`src/sv/llhp_pkg.sv`:
```
// Shared types and constants for the least-loaded host placer.
// Holds payload structs, result codes and the controller/datapath command
// and status structs. No dependencies.
package llhp_pkg;

	localparam int MAX_HOSTS = 64;
	localparam int ADDR_W    = $clog2(MAX_HOSTS);
	localparam int CNT_W     = $clog2(MAX_HOSTS + 1);
	localparam int LOAD_W    = 16;
	localparam int NUM_W     = 16;

	localparam logic [LOAD_W-1:0] CAPACITY_RESET = 16'd10;

	// item actions
	localparam logic [1:0] ACT_LOAD  = 2'd0;
	localparam logic [1:0] ACT_PLACE = 2'd1;
	localparam logic [1:0] ACT_CLEAR = 2'd2;

	// result codes
	localparam logic [2:0] ST_LOADED     = 3'd0;
	localparam logic [2:0] ST_PLACED     = 3'd1;
	localparam logic [2:0] ST_REJECTED   = 3'd2;
	localparam logic [2:0] ST_FULL_EMPTY = 3'd3;
	localparam logic [2:0] ST_CLEARED    = 3'd4;

	typedef struct packed {
		logic [1:0]        action;
		logic [LOAD_W-1:0] amount;
	} item_t;

	typedef struct packed {
		logic [2:0]        status;
		logic [NUM_W-1:0]  vm_number;
		logic [LOAD_W-1:0] previous_load;
		logic [LOAD_W-1:0] new_load;
	} result_t;

	typedef enum logic [2:0] {
		OP_NONE,
		OP_ACCEPT,
		OP_PUSH_RD,
		OP_PUSH_CMP,
		OP_ROOT_RD,
		OP_ROOT_CMP,
		OP_SIFT_RD,
		OP_SIFT_CMP
	} dp_op_t;

	typedef struct packed {
		dp_op_t op;
		logic   finish;   // result is formed this cycle
	} dp_cmd_t;

	typedef struct packed {
		logic heap_full;
		logic heap_empty;
		logic pos_zero;   // sift-up reached the root
		logic parent_gt;  // parent strictly above the new load
		logic fits;       // root + demand within capacity
		logic leaf;       // sift position has no child
		logic stop;       // sifted value strictly below the smaller child
	} dp_sts_t;

endpackage

```
`src/sv/least_loaded_host_placer_core.sv`:
```
// Least-loaded host placer, top level.
// Joins the sequencer (llhp_ctrl) and the datapath (llhp_dp); uses llhp_pkg.
//
// Usage:
//  - Item channel: an item transfers on a rising edge with start high and
//    busy low. action LOAD inserts a host load into the min-heap, PLACE
//    offers a VM demand to the least-loaded host, CLEAR empties the heap
//    and restarts VM numbering. The unused action code is taken and dropped.
//  - Result channel: every LOAD, PLACE and CLEAR item yields one result,
//    shown on result for exactly one cycle with done high. The receiver
//    cannot stall, so results are never held or lost.
//  - Config: cfg_we writes cfg_wdata to the capacity register on the edge.
//    Write only while the block is idle.
//  - Steps from transfer to done: CLEAR, heap-full LOAD and empty-heap
//    PLACE finish at the transfer; a LOAD climbs a level per parent read
//    and compare/write until it reaches the root or a parent not above it;
//    a PLACE reads and compares the root, ending there if rejected, else it
//    sifts down a level per child read and compare/write until it reaches a
//    leaf or is below the smaller child. Each level costs a registered
//    memory read and a compare/write step through the single heap RAM.
//  - busy drops the cycle done rises, so the next item may transfer then.
//  - Reset empties the heap, zeroes VM numbering and sets capacity to 10;
//    heap memory itself is not cleared, only entries below the count are read.
module least_loaded_host_placer_core import llhp_pkg::*; (
	input  logic              clk,
	input  logic              arst_n,
	input  logic              start,
	output logic              busy,
	input  item_t             item,
	input  logic              cfg_we,
	input  logic [LOAD_W-1:0] cfg_wdata,
	output logic              done,
	output result_t           result
);

	dp_cmd_t cmd;
	dp_sts_t sts;

	// sequencer: walks the heap one level per read state and compare/write state
	llhp_ctrl u_ctrl (
		.clk    (clk),
		.arst_n (arst_n),
		.start  (start),
		.action (item.action),
		.sts    (sts),
		.busy   (busy),
		.cmd    (cmd)
	);

	// datapath: heap RAM, counters, capacity and result register
	llhp_dp u_dp (
		.clk       (clk),
		.arst_n    (arst_n),
		.item      (item),
		.cfg_we    (cfg_we),
		.cfg_wdata (cfg_wdata),
		.cmd       (cmd),
		.sts       (sts),
		.done      (done),
		.result    (result)
	);

endmodule

```
`src/sv/llhp_ctrl.sv`:
```
// Sequencer for the least-loaded host placer.
// One-hot state machine issuing datapath commands; uses llhp_pkg.
module llhp_ctrl import llhp_pkg::*; (
	input  logic       clk,
	input  logic       arst_n,
	input  logic       start,
	input  logic [1:0] action,
	input  dp_sts_t    sts,
	output logic       busy,
	output dp_cmd_t    cmd
);

	typedef enum logic [6:0] {
		S_IDLE     = 7'b0000001,
		S_PUSH_RD  = 7'b0000010,
		S_PUSH_CMP = 7'b0000100,
		S_ROOT_RD  = 7'b0001000,
		S_ROOT_CMP = 7'b0010000,
		S_SIFT_RD  = 7'b0100000,
		S_SIFT_CMP = 7'b1000000
	} state_t;

	state_t state_q, state_d;

	assign busy = (state_q != S_IDLE);

	always_comb begin
		state_d    = state_q;
		cmd.op     = OP_NONE;
		cmd.finish = 1'b0;
		unique case (state_q)
			S_IDLE: begin
				if (start) begin
					cmd.op = OP_ACCEPT;
					priority case (action)
						ACT_LOAD: begin
							if (sts.heap_full) cmd.finish = 1'b1;
							else               state_d    = S_PUSH_RD;
						end
						ACT_PLACE: begin
							if (sts.heap_empty) cmd.finish = 1'b1;
							else                state_d    = S_ROOT_RD;
						end
						ACT_CLEAR: cmd.finish = 1'b1;
						default: ;   // unused action: no effect, no result
					endcase
				end
			end
			S_PUSH_RD: begin
				cmd.op = OP_PUSH_RD;
				if (sts.pos_zero) begin
					cmd.finish = 1'b1;
					state_d    = S_IDLE;
				end else begin
					state_d = S_PUSH_CMP;
				end
			end
			S_PUSH_CMP: begin
				cmd.op = OP_PUSH_CMP;
				if (sts.parent_gt) begin
					state_d = S_PUSH_RD;
				end else begin
					cmd.finish = 1'b1;
					state_d    = S_IDLE;
				end
			end
			S_ROOT_RD: begin
				cmd.op  = OP_ROOT_RD;
				state_d = S_ROOT_CMP;
			end
			S_ROOT_CMP: begin
				cmd.op = OP_ROOT_CMP;
				if (sts.fits) begin
					state_d = S_SIFT_RD;
				end else begin
					cmd.finish = 1'b1;
					state_d    = S_IDLE;
				end
			end
			S_SIFT_RD: begin
				cmd.op = OP_SIFT_RD;
				if (sts.leaf) begin
					cmd.finish = 1'b1;
					state_d    = S_IDLE;
				end else begin
					state_d = S_SIFT_CMP;
				end
			end
			S_SIFT_CMP: begin
				cmd.op = OP_SIFT_CMP;
				if (sts.stop) begin
					cmd.finish = 1'b1;
					state_d    = S_IDLE;
				end else begin
					state_d = S_SIFT_RD;
				end
			end
			default: state_d = S_IDLE;
		endcase
	end

	always_ff @(posedge clk or negedge arst_n) begin
		if (!arst_n) begin
			state_q <= S_IDLE;
		end else begin
			state_q <= state_d;
		end
	end

	a_finish_to_idle: assert property (@(posedge clk) disable iff (!arst_n)
		cmd.finish |=> state_q == S_IDLE)
		else $error("controller did not return to idle after a result");

endmodule

```
`src/sv/llhp_dp.sv`:
```
// Datapath for the least-loaded host placer: heap memory, counters,
// capacity register and result register. Uses llhp_pkg.
module llhp_dp import llhp_pkg::*; (
	input  logic              clk,
	input  logic              arst_n,
	input  item_t             item,
	input  logic              cfg_we,
	input  logic [LOAD_W-1:0] cfg_wdata,
	input  dp_cmd_t           cmd,
	output dp_sts_t           sts,
	output logic              done,
	output result_t           result
);

	localparam int KID_W = ADDR_W + 2;

	logic [LOAD_W-1:0] heap_q [MAX_HOSTS];
	logic [LOAD_W-1:0] rd_a_q, rd_b_q;

	logic [CNT_W-1:0]  count_q;
	logic [NUM_W-1:0]  counter_q;
	logic [LOAD_W-1:0] capacity_q;
	logic [ADDR_W-1:0] pos_q;
	logic [LOAD_W-1:0] value_q;
	logic [1:0]        action_q;
	logic [NUM_W-1:0]  number_q;
	logic [LOAD_W-1:0] prev_q, new_q;
	logic              done_q;
	result_t           result_q;

	logic [ADDR_W-1:0] pos_m1, parent_addr, ra, rb, chosen_idx, wa;
	logic [KID_W-1:0]  child_w, child_p1, cnt_ext;
	logic [LOAD_W:0]   sum;
	logic              right_ok, use_right, we;
	logic [LOAD_W-1:0] chosen, wd;
	logic [2:0]        res_status;
	logic [NUM_W-1:0]  res_number;
	logic [NUM_W-1:0]  counter_inc;

	// heap addressing
	assign pos_m1      = pos_q - ADDR_W'(1);
	assign parent_addr = {1'b0, pos_m1[ADDR_W-1:1]};
	assign child_w     = {1'b0, pos_q, 1'b1};
	assign child_p1    = child_w + KID_W'(1);
	assign cnt_ext     = {{(KID_W-CNT_W){1'b0}}, count_q};
	assign rb          = child_p1[ADDR_W-1:0];
	assign sum         = {1'b0, rd_a_q} + {1'b0, value_q};
	assign counter_inc = counter_q + NUM_W'(1);

	always_comb begin
		right_ok = (child_p1 < cnt_ext);
		use_right = 1'b0;
		if (right_ok) use_right = (rd_b_q < rd_a_q);
		chosen     = use_right ? rd_b_q : rd_a_q;
		chosen_idx = use_right ? rb : child_w[ADDR_W-1:0];
	end

	assign sts.heap_full  = (count_q == CNT_W'(MAX_HOSTS));
	assign sts.heap_empty = (count_q == '0);
	assign sts.pos_zero   = (pos_q == '0);
	assign sts.parent_gt  = (rd_a_q > value_q);
	assign sts.fits       = (sum <= {1'b0, capacity_q});
	assign sts.leaf       = (child_w >= cnt_ext);
	assign sts.stop       = (value_q < chosen);

	// memory ports
	always_comb begin
		we = 1'b0;
		wa = pos_q;
		wd = value_q;
		ra = '0;
		unique case (cmd.op)
			OP_PUSH_RD: begin
				ra = parent_addr;
				we = sts.pos_zero;
			end
			OP_PUSH_CMP: begin
				we = 1'b1;
				wd = sts.parent_gt ? rd_a_q : value_q;
			end
			OP_SIFT_RD: begin
				ra = child_w[ADDR_W-1:0];
				we = sts.leaf;
			end
			OP_SIFT_CMP: begin
				we = 1'b1;
				wd = sts.stop ? value_q : chosen;
			end
			default: ;
		endcase
	end

	always_ff @(posedge clk) begin
		if (we) heap_q[wa] <= wd;
		rd_a_q <= heap_q[ra];
		rd_b_q <= heap_q[rb];
	end

	// result code and number for the finishing step
	always_comb begin
		res_number = number_q;
		unique case (cmd.op)
			OP_ACCEPT: begin
				res_status = (item.action == ACT_CLEAR) ? ST_CLEARED : ST_FULL_EMPTY;
				res_number = (item.action == ACT_PLACE) ? counter_inc : '0;
			end
			OP_PUSH_RD, OP_PUSH_CMP: res_status = ST_LOADED;
			OP_ROOT_CMP:             res_status = ST_REJECTED;
			OP_SIFT_RD, OP_SIFT_CMP: res_status = ST_PLACED;
			default:                 res_status = ST_FULL_EMPTY;
		endcase
	end

	// control state
	always_ff @(posedge clk or negedge arst_n) begin
		if (!arst_n) begin
			count_q    <= '0;
			counter_q  <= '0;
			capacity_q <= CAPACITY_RESET;
			done_q     <= 1'b0;
		end else begin
			done_q <= cmd.finish;
			if (cfg_we) capacity_q <= cfg_wdata;
			if (cmd.op == OP_ACCEPT) begin
				if (item.action == ACT_PLACE) begin
					counter_q <= counter_inc;
				end else if (item.action == ACT_CLEAR) begin
					count_q   <= '0;
					counter_q <= '0;
				end
			end
			if (cmd.finish && (cmd.op == OP_PUSH_RD || cmd.op == OP_PUSH_CMP))
				count_q <= count_q + CNT_W'(1);
		end
	end

	// working registers
	always_ff @(posedge clk) begin
		unique case (cmd.op)
			OP_ACCEPT: begin
				value_q  <= item.amount;
				action_q <= item.action;
				prev_q   <= '0;
				new_q    <= '0;
				pos_q    <= count_q[ADDR_W-1:0];
				number_q <= (item.action == ACT_PLACE) ? counter_inc : '0;
			end
			OP_PUSH_CMP: begin
				if (sts.parent_gt) pos_q <= parent_addr;
			end
			OP_ROOT_CMP: begin
				if (sts.fits) begin
					value_q <= sum[LOAD_W-1:0];
					prev_q  <= rd_a_q;
					new_q   <= sum[LOAD_W-1:0];
					pos_q   <= '0;
				end
			end
			OP_SIFT_CMP: begin
				if (!sts.stop) pos_q <= chosen_idx;
			end
			default: ;
		endcase
		if (cmd.finish) begin
			result_q.status        <= res_status;
			result_q.vm_number     <= res_number;
			result_q.previous_load <= (cmd.op == OP_ACCEPT) ? '0 : prev_q;
			result_q.new_load      <= (cmd.op == OP_ACCEPT) ? '0 : new_q;
		end
	end

	assign done   = done_q;
	assign result = result_q;

	a_count_bound: assert property (@(posedge clk) disable iff (!arst_n)
		count_q <= CNT_W'(MAX_HOSTS))
		else $error("host count beyond heap size");

	a_placed_grows: assert property (@(posedge clk) disable iff (!arst_n)
		done_q && result_q.status == ST_PLACED |->
			result_q.new_load >= result_q.previous_load)
		else $error("placement lowered a host load");

	a_unplaced_zero: assert property (@(posedge clk) disable iff (!arst_n)
		done_q && result_q.status != ST_PLACED |->
			result_q.previous_load == '0 && result_q.new_load == '0)
		else $error("loads reported for an item that placed nothing");

	a_place_numbered: assert property (@(posedge clk) disable iff (!arst_n)
		done_q && (result_q.status == ST_PLACED || result_q.status == ST_REJECTED) |->
			action_q == ACT_PLACE && result_q.vm_number == counter_q)
		else $error("place result number out of step with request counter");

endmodule
```
`config.mk`:
```
export PLATFORM = sky130hd
export DESIGN_NAME = least_loaded_host_placer_core
export DESIGN_NICKNAME = d
export VERILOG_FILES = /design/src/sv/llhp_pkg.sv /design/src/sv/least_loaded_host_placer_core.sv /design/src/sv/llhp_ctrl.sv /design/src/sv/llhp_dp.sv
export SDC_FILE = /design/constraint.sdc
export NUM_CORES = 2
export LEC_CHECK = 0
export ABC_AREA = 1
export BUFFER_PORTS_ARGS = -buffer_cell sky130_fd_sc_hd__buf_2
export CAP_MARGIN = 20
export CORE_MARGIN = 10
export CORE_UTILIZATION = 51
export DETAILED_ROUTE_END_ITERATION = 6
export PLACE_DENSITY = 0.67
export SETUP_SLACK_MARGIN = 0.1
export SYNTH_ARGS = -nofsm -noshare
export SYNTH_HDL_FRONTEND = slang
export SYNTH_SLANG_ARGS = --single-unit
export TNS_END_PERCENT = 10
```
`constraint.sdc`:
```
create_clock -name clk -period 7.1 [get_ports clk]
set_input_delay 1.065 -clock clk [delete_from_list [all_inputs] [get_ports clk]]
set_output_delay 1.065 -clock clk [all_outputs]
set_load 0.005 [all_outputs]
```
==> results.ini <==
[clock_network]
tritoncts = yes
clock_tree.root_cell = clkbuf_16
postCtsHoldBufs = 0
cts_setup_buffers = 0
numCtsBuffers = 130
clk_path_buf_depth = 3
path_clk_slew_ns = 0.06
clkLatencyLatePin_ns = 0.75
cts_resized = 0
cts_num_sinks = 1224
h-tree-depth = 4

[timing]
max_freq_ghz = 0.164
tightest_slew_ns = 1.12
setup_viol = 0
slew_headroom_pct = 24.8
tns_ns = 0
finalHoldViolations = 0
finalMaxSlewViolations = 0
fin_skew_ns = 0.0293
finalCriticalPeriod_ns = 6.09
rsz0062_at_grt = false
timing.final.crit_share_pct = 85.8

[setup_path]
slowest_stage = nand2_2
cp.arrival_ns = 6.60
cp_data_required_time_ns = 7.61
path_class = register to register
cpPeakStageDelay_ns = 0.62
start_kind = register
endpoint_kind = register
cp_max_fo = 33
path_cells = inv_1, nor3_1, nand2_1, a221oi_1, ha_1, a21boi_0, nor2_1, nand3_1, nor2_1, nand2_1, buf_4, o21ai_0, ha_1, a21oi_1, nor2_1, a211oi_1, o221a_2, nand2_2, nand2_1, nand3_1, nand2_2, buf_4

[floorplanning]
initial_core_util_pct = 51.5
coreArea_mm2 = 0.107
chipWidth_um = 349
dieArea_mm2 = 0.122
row_count = 120
fp.dieH_um = 349
io_pins = 91

[route]
dr.pass1.iters = 6
routed_wl_um = 174000
vias_per_cell = 6.52
first_iter_violations = 6042
ant_nets = 0
wire_per_inst_um = 27.5
drc = 0
num_vias = 41300

[synth]
syn-instance-count = 4823
synth_area_leaders = edfxtp_1 (61%), o21ai_0 (6.3%), nor2_1 (5.8%), o221ai_1 (3.8%), ha_1 (2.2%)
yosysMostFrequentCell = edfxtp_1
yosysWarningCount = 0
synthArstFlopShare_pct = 3.84
synth_common_cells = edfxtp_1 (1129), nor2_1 (854), o21ai_0 (698), nand2_1 (313), o221ai_1 (237)
synth_edf_count = 1129
yosys.area.top_type = edfxtp_1
synthFlopType = edfxtp_1
syn-cell-area_mm2 = 0.0553
synthDistinctLibCells = 59
synth_nets = 4961
yosys.area.top_type_share_pct = 61.3
syn_avg_cell_area_um2 = 11.5
ys_ff_latch = 1224
synth_seq_area_share_pct = 65.2

[cells_and_area]
drive_above_1_share_pct = 9.97
nets = 4965
design_area_mm2 = 0.0616
area_growth_pct = 11.4

[power]
powerDensity_mw_per_mm2 = 367
intPower_uw = 14500
comb_power_share_pct = 31.3
vdd_drop_max_v = 0.000396
p_sw_share_pct = 35.9
power.leakage_uw = 0.0212
power_switching_uw = 8120
clkPwrFrac_pct = 29.5
seq_power_share_pct = 39.2

[global_routing]
grt_start_max_net_pins = 197
antenna_found_initial = 7
grt_pass1_vias = 38300
grt.total_usage_pct = 27.7
grt_first_pass_wirelength_um = 253000
grt-ovfl-total = 0

[placed_design]
placed_area_mm2 = 0.0574
io_buffers = 90
gp_congestion = 0.905
hpwl_um = 98600

[hold_path]
hp-class = input pin to async pin

[status]
status = complete, no violations

[flow_run]
maxCapViolations = 0

kinds of logic (layout without fill, tap and decap cells):
logic type / after synthesis / count (layout) / share of synthesized area, %
AOI/OAI and AO/OA: 1403 / 1403 / 15.9
xor gates and xnor gates: 19 / 19 / 0.301
adders and majority gates: 100 / 100 / 2.28
buffers and inverters: 562 / 666 / 4.21
DFF: 1224 / 1224 / 65.2
muxes: 91 / 91 / 1.65
other: 0 / 2 / 0
and+or+nand+nor: 1424 / 1424 / 10.4
power by group through the flow:
stage,clock [µW],combinational (µW),sequential [µW]
2_1_floorplan,0,4260,8930
3_3_place_gp,0,6710,9000
3_5_place_dp,0,6810,9000
4_1_cts,6720,6850,8850
5_1_grt,7030,7550,8880
6_report,6670,7060,8860
through the flow:
stage          std cells  util, %  setup slack (ns)  hold WS (ns)  power, µW
6_report            6332     57.3              1.01         0.432      22600
5_1_grt             6330     57.3             0.620         0.475      23500
4_1_cts             6328     57.3              1.12         0.421      22400
3_5_place_dp        6096     53.5              1.16         0.431      15800
3_3_place_gp        6092     53.4              1.23         0.422      15700
2_1_floorplan       4823        -              1.08         0.412      13200
layer usage:
layer	wire (µm)	GRT usage, %	share of wire [%]
met2	77300	42.0	44
met1	65600	37.4	38
met5	40	0	0.023
met4	8410	12.9	4.8
met3	22800	6.92	13
path summary, 6_finish.rpt:
kind	from	end	slack [ns]	depth (start not counted)
min reg2reg	u_dp.number_q[2]	u_dp.number_q[2]	0.45	2
min in group clk	u_dp.number_q[2]	u_dp.number_q[2]	0.45	2
max	u_dp.pos_q[1]	u_dp.heap_q[27][14]	1.01	22
max reg2reg	u_dp.pos_q[1]	u_dp.heap_q[27][14]	1.01	22
min	arst_n	u_dp.counter_q[15]	0.43	2
max in group asynchronous	arst_n	u_dp.capacity_q[0]	6.22	2
placed cells by master (no fill, tap or decap), types with 48 or more instances in the layout:
cell,netlist,routed
nand3_1,180,179
nor2_1,854,837
clkbuf_16,0,134
a21oi_1,60,60
edfxtp_1,1129,1129
mux2i_1,90,90
dfxtp_1,48,48
o21ai_0,698,698
o22ai_1,115,113
o221ai_1,237,237
ha_1,99,98
buf_4,10,116
nand2_1,313,296
o211ai_1,149,149
buf_2,135,91
inv_1,193,191
area by class of cell:
| class | count | area, µm² |
|---|---|---|
| flip-flops and latches | 1224 | 36000 |
| clock buffers | 165 | 3500 |
| well taps | 1403 | 1760 |
| diodes | 2 | 5.00 |
| clock inverters | 67 | 641 |
| repair buffers | 225 | 1680 |
| multi-input cells | 3037 | 17100 |
| inverters | 209 | 812 |
| fillers | 8640 | 45800 |
critical path, delay by kind of cell, from the launching register on:
| kind | cells | cell delay, ns |
|---|---|---|
| buffers and inverters | 3 | 0.89 |
| adders and majority gates | 2 | 0.61 |
| AOI/OAI and AO/OA | 6 | 1.55 |
| and+or+nand+nor | 11 | 2.20 |
| DFF | 1 | 0.56 |
flip-flops by register name, indices dropped and copies added (netlist names), 16 cells and up:
name / flops
u_dp.new_q: 16
u_dp.number_q: 16
u_dp.capacity_q: 16
u_dp.counter_q: 16
u_dp.value_q: 16
u_dp.prev_q: 16
u_dp.rd_a_q: 16
u_dp.result: 51
u_dp.rd_b_q: 16
u_dp.heap_q: 1024
Power figures use the tool's default switching activity.
